<file path="src/hw/rtl/kda_pkg.sv">
// Shared types and constants for the key debounce and auto-repeat block.
package kda_pkg;

	localparam int CFG_IDX_W = 2;
	localparam int CFG_DATA_W = 16;
	localparam int MASK_W = 16;
	localparam int COUNT_W = 16;
	localparam int SHORT_W = 8;

	localparam logic [CFG_IDX_W-1:0] CFG_DEBOUNCE_TICKS = 2'd0;
	localparam logic [CFG_IDX_W-1:0] CFG_SETTLE_TICKS = 2'd1;
	localparam logic [CFG_IDX_W-1:0] CFG_REPEAT_DELAY = 2'd2;
	localparam logic [CFG_IDX_W-1:0] CFG_REPEAT_PERIOD = 2'd3;

	localparam logic CMD_TICK = 1'b0;
	localparam logic CMD_POLL = 1'b1;

	localparam logic [SHORT_W-1:0] RESET_DEBOUNCE_TICKS = 8'd10;
	localparam logic [SHORT_W-1:0] RESET_SETTLE_TICKS = 8'd6;
	localparam logic [COUNT_W-1:0] DEFAULT_REPEAT_DELAY = 16'd150;
	localparam logic [COUNT_W-1:0] DEFAULT_REPEAT_PERIOD = 16'd20;

	typedef struct packed {
		logic [SHORT_W-1:0] debounce_ticks;
		logic [SHORT_W-1:0] settle_ticks;
		logic [COUNT_W-1:0] repeat_delay;
		logic [COUNT_W-1:0] repeat_period;
	} kda_cfg_t;

	typedef struct packed {
		logic command;
		logic [MASK_W-1:0] pin_value;
		logic [MASK_W-1:0] key_bits;
	} kda_item_t;

	typedef struct packed {
		logic press_event;
		logic repeat_event;
		logic poll_ignored;
	} kda_result_t;

endpackage

</file>
<file path="src/hw/rtl/kda_if.sv">
// Handshake interfaces for the command and event channels.
interface kda_cmd_if
	import kda_pkg::*;
();
	logic valid;
	logic ready;
	logic command;
	logic [MASK_W-1:0] pin_value;
	logic [MASK_W-1:0] key_bits;
	modport source(output valid, command, pin_value, key_bits, input ready);
	modport sink(input valid, command, pin_value, key_bits, output ready);
endinterface

interface kda_evt_if;
	logic valid;
	logic ready;
	logic press_event;
	logic repeat_event;
	logic poll_ignored;
	modport source(output valid, press_event, repeat_event, poll_ignored, input ready);
	modport sink(input valid, press_event, repeat_event, poll_ignored, output ready);
endinterface

</file>
<file path="src/hw/rtl/key_debounce_autorepeat_core.sv">
// Top level of the key debouncer with auto-repeat.
//
//  Channel     Dir  Payload                                      Handshake
//  keys        in   command, pin_value[15:0], key_bits[15:0]     valid/ready
//  events      out  press_event, repeat_event, poll_ignored      valid/ready
//  cfg_*       in   cfg_index[1:0], cfg_data[15:0]               cfg_we strobe
//
// An accepted transaction lands in the input register; the phase logic loads the
// result register once it is empty or its event is being taken, and offers the event.
// One transaction is accepted per cycle while the result side keeps taking events.
// Reset puts the phase to idle, clears countdown, key lock and repeat registers, and
// loads the tick reset values; a stall on events holds the result, then input register.
module key_debounce_autorepeat_core
	import kda_pkg::*;
(
	input  logic                  clk,
	input  logic                  arst_n,
	input  logic                  cfg_we,
	input  logic [CFG_IDX_W-1:0]  cfg_index,
	input  logic [CFG_DATA_W-1:0] cfg_data,
	kda_cmd_if.sink               keys,
	kda_evt_if.source             events
);

	kda_cfg_t    cfg;
	kda_item_t   item_s1;
	logic        valid_s1;
	kda_result_t res_s2;
	logic        valid_s2;
	kda_result_t step_res;
	logic        advance;

	assign advance = valid_s1 && (!valid_s2 || events.ready);
	assign keys.ready = !valid_s1 || advance;

	kda_cfg u_cfg (
		.clk      (clk),
		.arst_n   (arst_n),
		.cfg_we   (cfg_we),
		.cfg_index(cfg_index),
		.cfg_data (cfg_data),
		.cfg      (cfg)
	);

	kda_step u_step (
		.clk    (clk),
		.arst_n (arst_n),
		.advance(advance),
		.item   (item_s1),
		.cfg    (cfg),
		.result (step_res)
	);

	always_ff @(posedge clk or negedge arst_n) begin
		if (!arst_n) begin
			valid_s1 <= 1'b0;
		end else if (keys.ready) begin
			valid_s1 <= keys.valid;
		end
	end

	always_ff @(posedge clk) begin
		if (keys.ready && keys.valid) begin
			item_s1.command <= keys.command;
			item_s1.pin_value <= keys.pin_value;
			item_s1.key_bits <= keys.key_bits;
		end
	end

	always_ff @(posedge clk or negedge arst_n) begin
		if (!arst_n) begin
			valid_s2 <= 1'b0;
		end else if (advance) begin
			valid_s2 <= 1'b1;
		end else if (events.ready) begin
			valid_s2 <= 1'b0;
		end
	end

	always_ff @(posedge clk) begin
		if (advance) begin
			res_s2 <= step_res;
		end
	end

	assign events.valid = valid_s2;
	assign events.press_event = res_s2.press_event;
	assign events.repeat_event = res_s2.repeat_event;
	assign events.poll_ignored = res_s2.poll_ignored;

	// A tick never produces an event of any kind.
	assert property (@(posedge clk) disable iff (!arst_n)
		advance && item_s1.command == CMD_TICK |-> step_res == '0)
		else $error("tick transaction produced an event");

	// At most one of the three result flags is set.
	assert property (@(posedge clk) disable iff (!arst_n)
		advance |-> $countones(step_res) <= 1)
		else $error("more than one result flag set");

	// A transaction stuck in the input register keeps its contents.
	assert property (@(posedge clk) disable iff (!arst_n)
		valid_s1 && !advance |=> valid_s1 && $stable(item_s1))
		else $error("stalled input register changed");

endmodule

</file>
<file path="src/hw/rtl/kda_cfg.sv">
// Configuration register file written through the plain write port.
module kda_cfg
	import kda_pkg::*;
(
	input  logic                 clk,
	input  logic                 arst_n,
	input  logic                 cfg_we,
	input  logic [CFG_IDX_W-1:0] cfg_index,
	input  logic [CFG_DATA_W-1:0] cfg_data,
	output kda_cfg_t             cfg
);

	kda_cfg_t cfg_q;

	always_ff @(posedge clk or negedge arst_n) begin
		if (!arst_n) begin
			cfg_q.debounce_ticks <= RESET_DEBOUNCE_TICKS;
			cfg_q.settle_ticks <= RESET_SETTLE_TICKS;
			cfg_q.repeat_delay <= '0;
			cfg_q.repeat_period <= '0;
		end else if (cfg_we) begin
			case (cfg_index)
				CFG_DEBOUNCE_TICKS: cfg_q.debounce_ticks <= cfg_data[SHORT_W-1:0];
				CFG_SETTLE_TICKS: cfg_q.settle_ticks <= cfg_data[SHORT_W-1:0];
				CFG_REPEAT_DELAY: cfg_q.repeat_delay <= cfg_data[COUNT_W-1:0];
				CFG_REPEAT_PERIOD: cfg_q.repeat_period <= cfg_data[COUNT_W-1:0];
				default: cfg_q <= cfg_q;
			endcase
		end
	end

	assign cfg = cfg_q;

endmodule

</file>
<file path="src/hw/rtl/kda_step.sv">
// Key phase machine, countdown and key lock, updated once per advancing transaction.
module kda_step
	import kda_pkg::*;
(
	input  logic        clk,
	input  logic        arst_n,
	input  logic        advance,
	input  kda_item_t   item,
	input  kda_cfg_t    cfg,
	output kda_result_t result
);

	typedef enum logic [2:0] {
		PH_IDLE     = 3'd0,
		PH_DEBOUNCE = 3'd1,
		PH_SETTLE   = 3'd2,
		PH_WAIT_REP = 3'd3,
		PH_REPEAT   = 3'd4
	} phase_t;

	phase_t              phase_q, phase_nxt;
	logic [COUNT_W-1:0]  count_q, count_nxt;
	logic [MASK_W-1:0]   lock_q, lock_nxt;
	kda_result_t         res;
	logic                pressed;
	logic                expired;
	logic [COUNT_W-1:0]  delay_load;
	logic [COUNT_W-1:0]  period_load;

	assign pressed = (item.pin_value & item.key_bits) != '0;
	assign expired = count_q == '0;
	assign delay_load = (cfg.repeat_delay != '0) ? cfg.repeat_delay : DEFAULT_REPEAT_DELAY;
	assign period_load = (cfg.repeat_period != '0) ? cfg.repeat_period : DEFAULT_REPEAT_PERIOD;

	always_comb begin
		phase_nxt = phase_q;
		count_nxt = count_q;
		lock_nxt = lock_q;
		res = '0;
		if (item.command == CMD_TICK) begin
			if (!expired)
				count_nxt = count_q - COUNT_W'(1);
		end else if (lock_q != '0 && lock_q != item.key_bits) begin
			res.poll_ignored = 1'b1;
		end else begin
			case (phase_q)
				PH_IDLE: begin
					if (pressed) begin
						phase_nxt = PH_DEBOUNCE;
						count_nxt = {{(COUNT_W-SHORT_W){1'b0}}, cfg.debounce_ticks};
					end
				end
				PH_DEBOUNCE: begin
					if (pressed && expired) begin
						phase_nxt = PH_SETTLE;
						count_nxt = {{(COUNT_W-SHORT_W){1'b0}}, cfg.settle_ticks};
						lock_nxt = item.key_bits;
					end
				end
				PH_SETTLE: begin
					if (!pressed) begin
						res.press_event = 1'b1;
						phase_nxt = PH_IDLE;
						lock_nxt = '0;
					end else if (expired) begin
						phase_nxt = PH_WAIT_REP;
						count_nxt = delay_load;
					end
				end
				PH_WAIT_REP: begin
					if (!pressed) begin
						res.press_event = 1'b1;
						phase_nxt = PH_IDLE;
						lock_nxt = '0;
					end else if (expired) begin
						phase_nxt = PH_REPEAT;
					end
				end
				PH_REPEAT: begin
					if (!pressed) begin
						// Release while repeating drops back without an event.
						phase_nxt = PH_IDLE;
						lock_nxt = '0;
					end else if (expired) begin
						count_nxt = period_load;
						res.repeat_event = 1'b1;
					end
				end
				default: begin
					if (!pressed) begin
						phase_nxt = PH_IDLE;
						lock_nxt = '0;
					end
				end
			endcase
		end
	end

	always_ff @(posedge clk or negedge arst_n) begin
		if (!arst_n) begin
			phase_q <= PH_IDLE;
			count_q <= '0;
			lock_q <= '0;
		end else if (advance) begin
			phase_q <= phase_nxt;
			count_q <= count_nxt;
			lock_q <= lock_nxt;
		end
	end

	assign result = res;

endmodule
</file>
<file path="src/flat_wrapper.sv">
// flat-port wrapper written by rule: the top's interface ports become plain ports
module key_debounce_autorepeat_core_flat import kda_pkg::*;
  (clk, arst_n, cfg_we, cfg_index, cfg_data, keys_valid, keys_command, keys_pin_value, keys_key_bits, keys_ready, events_valid, events_press_event, events_repeat_event, events_poll_ignored, events_ready);
  kda_cmd_if keys_i ();
  kda_evt_if events_i ();
  input  logic clk;
  input  logic arst_n;
  input  logic cfg_we;
  input  logic [CFG_IDX_W-1:0] cfg_index;
  input  logic [CFG_DATA_W-1:0] cfg_data;
  input wire logic [$bits(keys_i.valid)-1:0] keys_valid;
  input wire logic [$bits(keys_i.command)-1:0] keys_command;
  input wire logic [$bits(keys_i.pin_value)-1:0] keys_pin_value;
  input wire logic [$bits(keys_i.key_bits)-1:0] keys_key_bits;
  output wire logic [$bits(keys_i.ready)-1:0] keys_ready;
  output wire logic [$bits(events_i.valid)-1:0] events_valid;
  output wire logic [$bits(events_i.press_event)-1:0] events_press_event;
  output wire logic [$bits(events_i.repeat_event)-1:0] events_repeat_event;
  output wire logic [$bits(events_i.poll_ignored)-1:0] events_poll_ignored;
  input wire logic [$bits(events_i.ready)-1:0] events_ready;
  assign keys_i.valid = keys_valid;
  assign keys_i.command = keys_command;
  assign keys_i.pin_value = keys_pin_value;
  assign keys_i.key_bits = keys_key_bits;
  assign keys_ready = keys_i.ready;
  assign events_valid = events_i.valid;
  assign events_press_event = events_i.press_event;
  assign events_repeat_event = events_i.repeat_event;
  assign events_poll_ignored = events_i.poll_ignored;
  assign events_i.ready = events_ready;
  key_debounce_autorepeat_core u_core (.clk(clk), .arst_n(arst_n), .cfg_we(cfg_we), .cfg_index(cfg_index), .cfg_data(cfg_data), .keys(keys_i), .events(events_i));
endmodule
</file>
<file path="config.mk">
export PLATFORM = sky130hd
export DESIGN_NAME = key_debounce_autorepeat_core_flat
export DESIGN_NICKNAME = d
export VERILOG_FILES = /design/src/hw/rtl/kda_pkg.sv /design/src/hw/rtl/kda_if.sv /design/src/hw/rtl/key_debounce_autorepeat_core.sv /design/src/hw/rtl/kda_cfg.sv /design/src/hw/rtl/kda_step.sv /design/src/flat_wrapper.sv
export SDC_FILE = /design/constraint.sdc
export NUM_CORES = 1
export LEC_CHECK = 0
export BUFFER_PORTS_ARGS = -buffer_cell sky130_fd_sc_hd__buf_2
export CORE_ASPECT_RATIO = 1.2
export CORE_MARGIN = 3
export CORE_UTILIZATION = 50
export CTS_CLUSTER_SIZE = 30
export DETAILED_ROUTE_END_ITERATION = 8
export GPL_ROUTABILITY_DRIVEN = 0
export PLACE_DENSITY = 0.69
export SYNTH_ARGS = -nofsm -noshare
export SYNTH_HDL_FRONTEND = slang
export SYNTH_SLANG_ARGS = --single-unit
</file>
<file path="constraint.sdc">
create_clock -name clk -period 3.5 [get_ports clk]
set_input_delay 0.175 -clock clk [delete_from_list [all_inputs] [get_ports clk]]
set_output_delay 0.175 -clock clk [all_outputs]
set_load 0.02 [all_outputs]
</file>
==> flow_metrics.tcl <==
set metrics [dict create \
    yosys_most_used_dff "dfrtp_1" \
    synth_top_area_share_pct 34.3 \
    r2r-end "u_core.u_step.count_q[2]" \
    rr_startpoint "u_core.item_s1[14]" \
    io_pins 61 \
    r2r_cells 6 \
    grtUsageMet2_pct 35.4 \
    cts_tree "yes" \
    clockBufferDepth 2 \
    dp_hpwl_mm 9.77 \
    dieArea_mm2 0.0132 \
    wl_per_cell_um 18.4 \
    drt_iter0_drc 398 \
    yosys_warnings 0 \
    total_power_mw 4.07 \
    wl_mm 14.3 \
    drive_gt1_share_pct 27.6 \
    initial_core_util_pct 52.3 \
    start_kind "flip-flop" \
    clock_sinks 121 \
    grt_pass1_wl_mm 23.4 \
    drc 0 \
    clock_latency_ns 0.41 \
    status "complete, but fails checks" \
    slew_headroom_pct 28.0 \
    dr.pass1.iters 5 \
    yosys-top-cells-count "81 x dfrtp_1, 50 x mux2_2, 37 x nand2_1" \
    cts-root-buf "clkbuf_16" \
    synth_async_sr_flop_share_pct 70.2 \
    h-tree-depth 4 \
    worst_hold_path_type "input pin to async pin" \
    r2r_slack_ns 0.60 \
    cts_hold_buf 37 \
    synth_edf_count 36 \
    post-cts-setup-buffers 0 \
    cp_data_arrival_time_ns 3.19 \
    yosys.area.top_type "dfrtp_1" \
    antenna_found_initial 0 \
    grt_pass1_vias 4547 \
    grt_max_degree 86 \
    powerDensity_mw_per_mm2 554 \
    crit_type "flip-flop to flip-flop" \
    synth-seq-area-share_pct 54.4 \
    violations "hold timing" \
    avgSynthCellArea_um2 11.7 \
    p_leak_nw 3.11 \
    drv_cap 0 \
    fmax_ghz 0.345 \
    synthToLayoutAreaGrowth_pct 24.5 \
    ys_ff_latch 121 \
    setup_violations 0 \
    drtAntennaViolNets 0 \
    yosysMostFrequentCell "dfrtp_1" \
    via_per_inst 5.91 \
    cts_resized 0 \
    synth_area_mm2 0.00590 \
    dr_total_vias 4597 \
    synth_cell_type_count 62 \
    slew_viol_final 0 \
    tns_ns 0 \
    syn_inst 504 \
    clk_pin_slew_ns 0.06 \
    peakVddDrop_mv 0.434 \
    grtUsageMet1_pct 30.6 \
    hold_viol 42 \
    antennaDiodeCount 0 \
    cts_buffers 17 \
    final_nets 669 \
    core_mm2 0.0113 \
    worst_hold_slack_ns -0.0364 \
    rsz0062_at_grt "false" \
    fin_worst_skew_ns 0.00873 \
    die-width_um 105 \
    num_rows 42 \
    crit_start "u_core.item_s1[14]" \
    period_needed_ns 2.90 \
    overflow 0 \
    cp-endpoint "u_core.u_step.count_q[2]" \
    crit_fanout 8 \
    endpoint_kind "flip-flop" \
    synth_area_leaders "dfrtp_1 34%, edfxtp_1 18%, mux2_2 9.5%" \
    grt_use_met3_pct 4.95 \
    grt_busiest_layer "met2" \
    fp.dieH_um 125 \
    buffer_ports.inserted 60 \
    fin_crit_sh_pct 82.9 \
    cp.required_ns 3.79 \
    tightest_slew_ns 1.08 \
    grtUsageTotal_pct 22.4 \
    syn-num-nets 562 \
    nFillCells 881 \
]
-- power breakdown --
group / internal (mW) / total (mW) / leakage (nW) / switching, mW
Clock: 1.06 / 1.73 / 0.285 / 0.665
Combinational: 0.274 / 0.519 / 1.54 / 0.246
Sequential: 1.65 / 1.83 / 1.28 / 0.176
-- placed cells by master (no fill, tap or decap), types with 4 or more instances in the layout --
master / count
clkbuf_16: 17
nor3b_1: 5
mux2i_1: 19
buf_4: 14
inv_6: 6
a21oi_1: 12
and2_1: 4
o221a_2: 4
nor3_1: 9
dlygate4sd3_1: 37
nor4_1: 18
inv_1: 26
o22ai_1: 5
dfstp_2: 4
a211oi_1: 6
a22oi_1: 11
and4_1: 4
nor2_1: 24
nand3_1: 8
o21ai_0: 17
nand2b_1: 5
buf_2: 59
nand3b_1: 4
dfrtp_1: 81
nand4_1: 11
a22o_1: 7
a221o_1: 4
xnor2_1: 17
mux2_2: 50
nand2_1: 37
edfxtp_1: 36
-- cell families after synthesis --
| logic type | Yosys count | share of synthesized area, % |
|---|---|---|
| DFF | 121 | 54.4 |
| adders and majority gates | 4 | 0.763 |
| muxes | 70 | 12.9 |
| and+or+nand+nor | 145 | 13.1 |
| xor gates and xnor gates | 17 | 2.52 |
| buffers and inverters | 48 | 3.52 |
| AOI/OAI and AO/OA | 99 | 12.8 |
-- routing by layer --
metal,share of wire [%],up-vias
met1,44,2263
li1,-,2136
met5,0,-
met3,5.7,26
met2,48,172
met4,2.0,0
-- per-stage QoR --
stage	utilization (%)	hold slack, ns	setup slack (ns)	area, µm²	std cells
floorplan	-	-0.121	1.04	5900	504
global placement	56.6	0.352	0.663	6390	709
detailed placement	56.6	0.353	0.611	6390	709
CTS	65.1	0.0000863	0.595	7350	778
global route	65.1	0.00441	0.357	7350	778
finish	65.1	-0.0364	0.598	7350	778
-- registers in the layout, summed over array words and instances (netlist names) --
| register | cells |
|---|---|
| u_core.events.poll_ignored | 1 |
| u_core.events.press_event | 1 |
| u_core.events.repeat_event | 1 |
| u_core.events.valid | 1 |
| u_core.item_s1 | 33 |
| u_core.u_cfg.cfg | 48 |
| u_core.u_step.count_q | 16 |
| u_core.u_step.lock_q | 16 |
| u_core.u_step.phase_q | 3 |
| u_core.valid_s1 | 1 |
-- final cells by class --
| type | count | area, µm² | area share, % |
|---|---|---|---|
| tap | 154 | 193 | 2.62 |
| sequential | 121 | 3210 | 43.7 |
| clock inverter | 15 | 164 | 2.23 |
| clock buffer | 17 | 425 | 5.79 |
| timing repair buffer | 110 | 771 | 10.5 |
| multi-input combinational | 335 | 2490 | 33.8 |
| inverter | 26 | 97.6 | 1.33 |
-- worst max-delay path, stage by stage, from the launching register on --
cell and delay [ns]:
edfxtp_1 0.44, a22oi_1 0.21, nand2_1 0.15, or4_1 0.65, o221a_2 0.42, o211ai_2 0.52, mux2_2 0.41
-- how the worst min path moves through the flow --
stage | startpoint | endpoint | slack, ns | depth (start not counted)
floorplan | arst_n | u_core.events.valid | -0.12 | 0
global placement | keys_pin_value[12] | u_core.item_s1[28] | 0.35 | 1
detailed placement | keys_pin_value[10] | u_core.item_s1[26] | 0.35 | 1
CTS | cfg_data[15] | u_core.u_cfg.cfg[15] | 0.00009 | 2
global route | cfg_data[9] | u_core.u_cfg.cfg[9] | 0.004 | 2
finish | arst_n | u_core.valid_s1 | -0.04 | 1
Power figures use the tool's default switching activity.
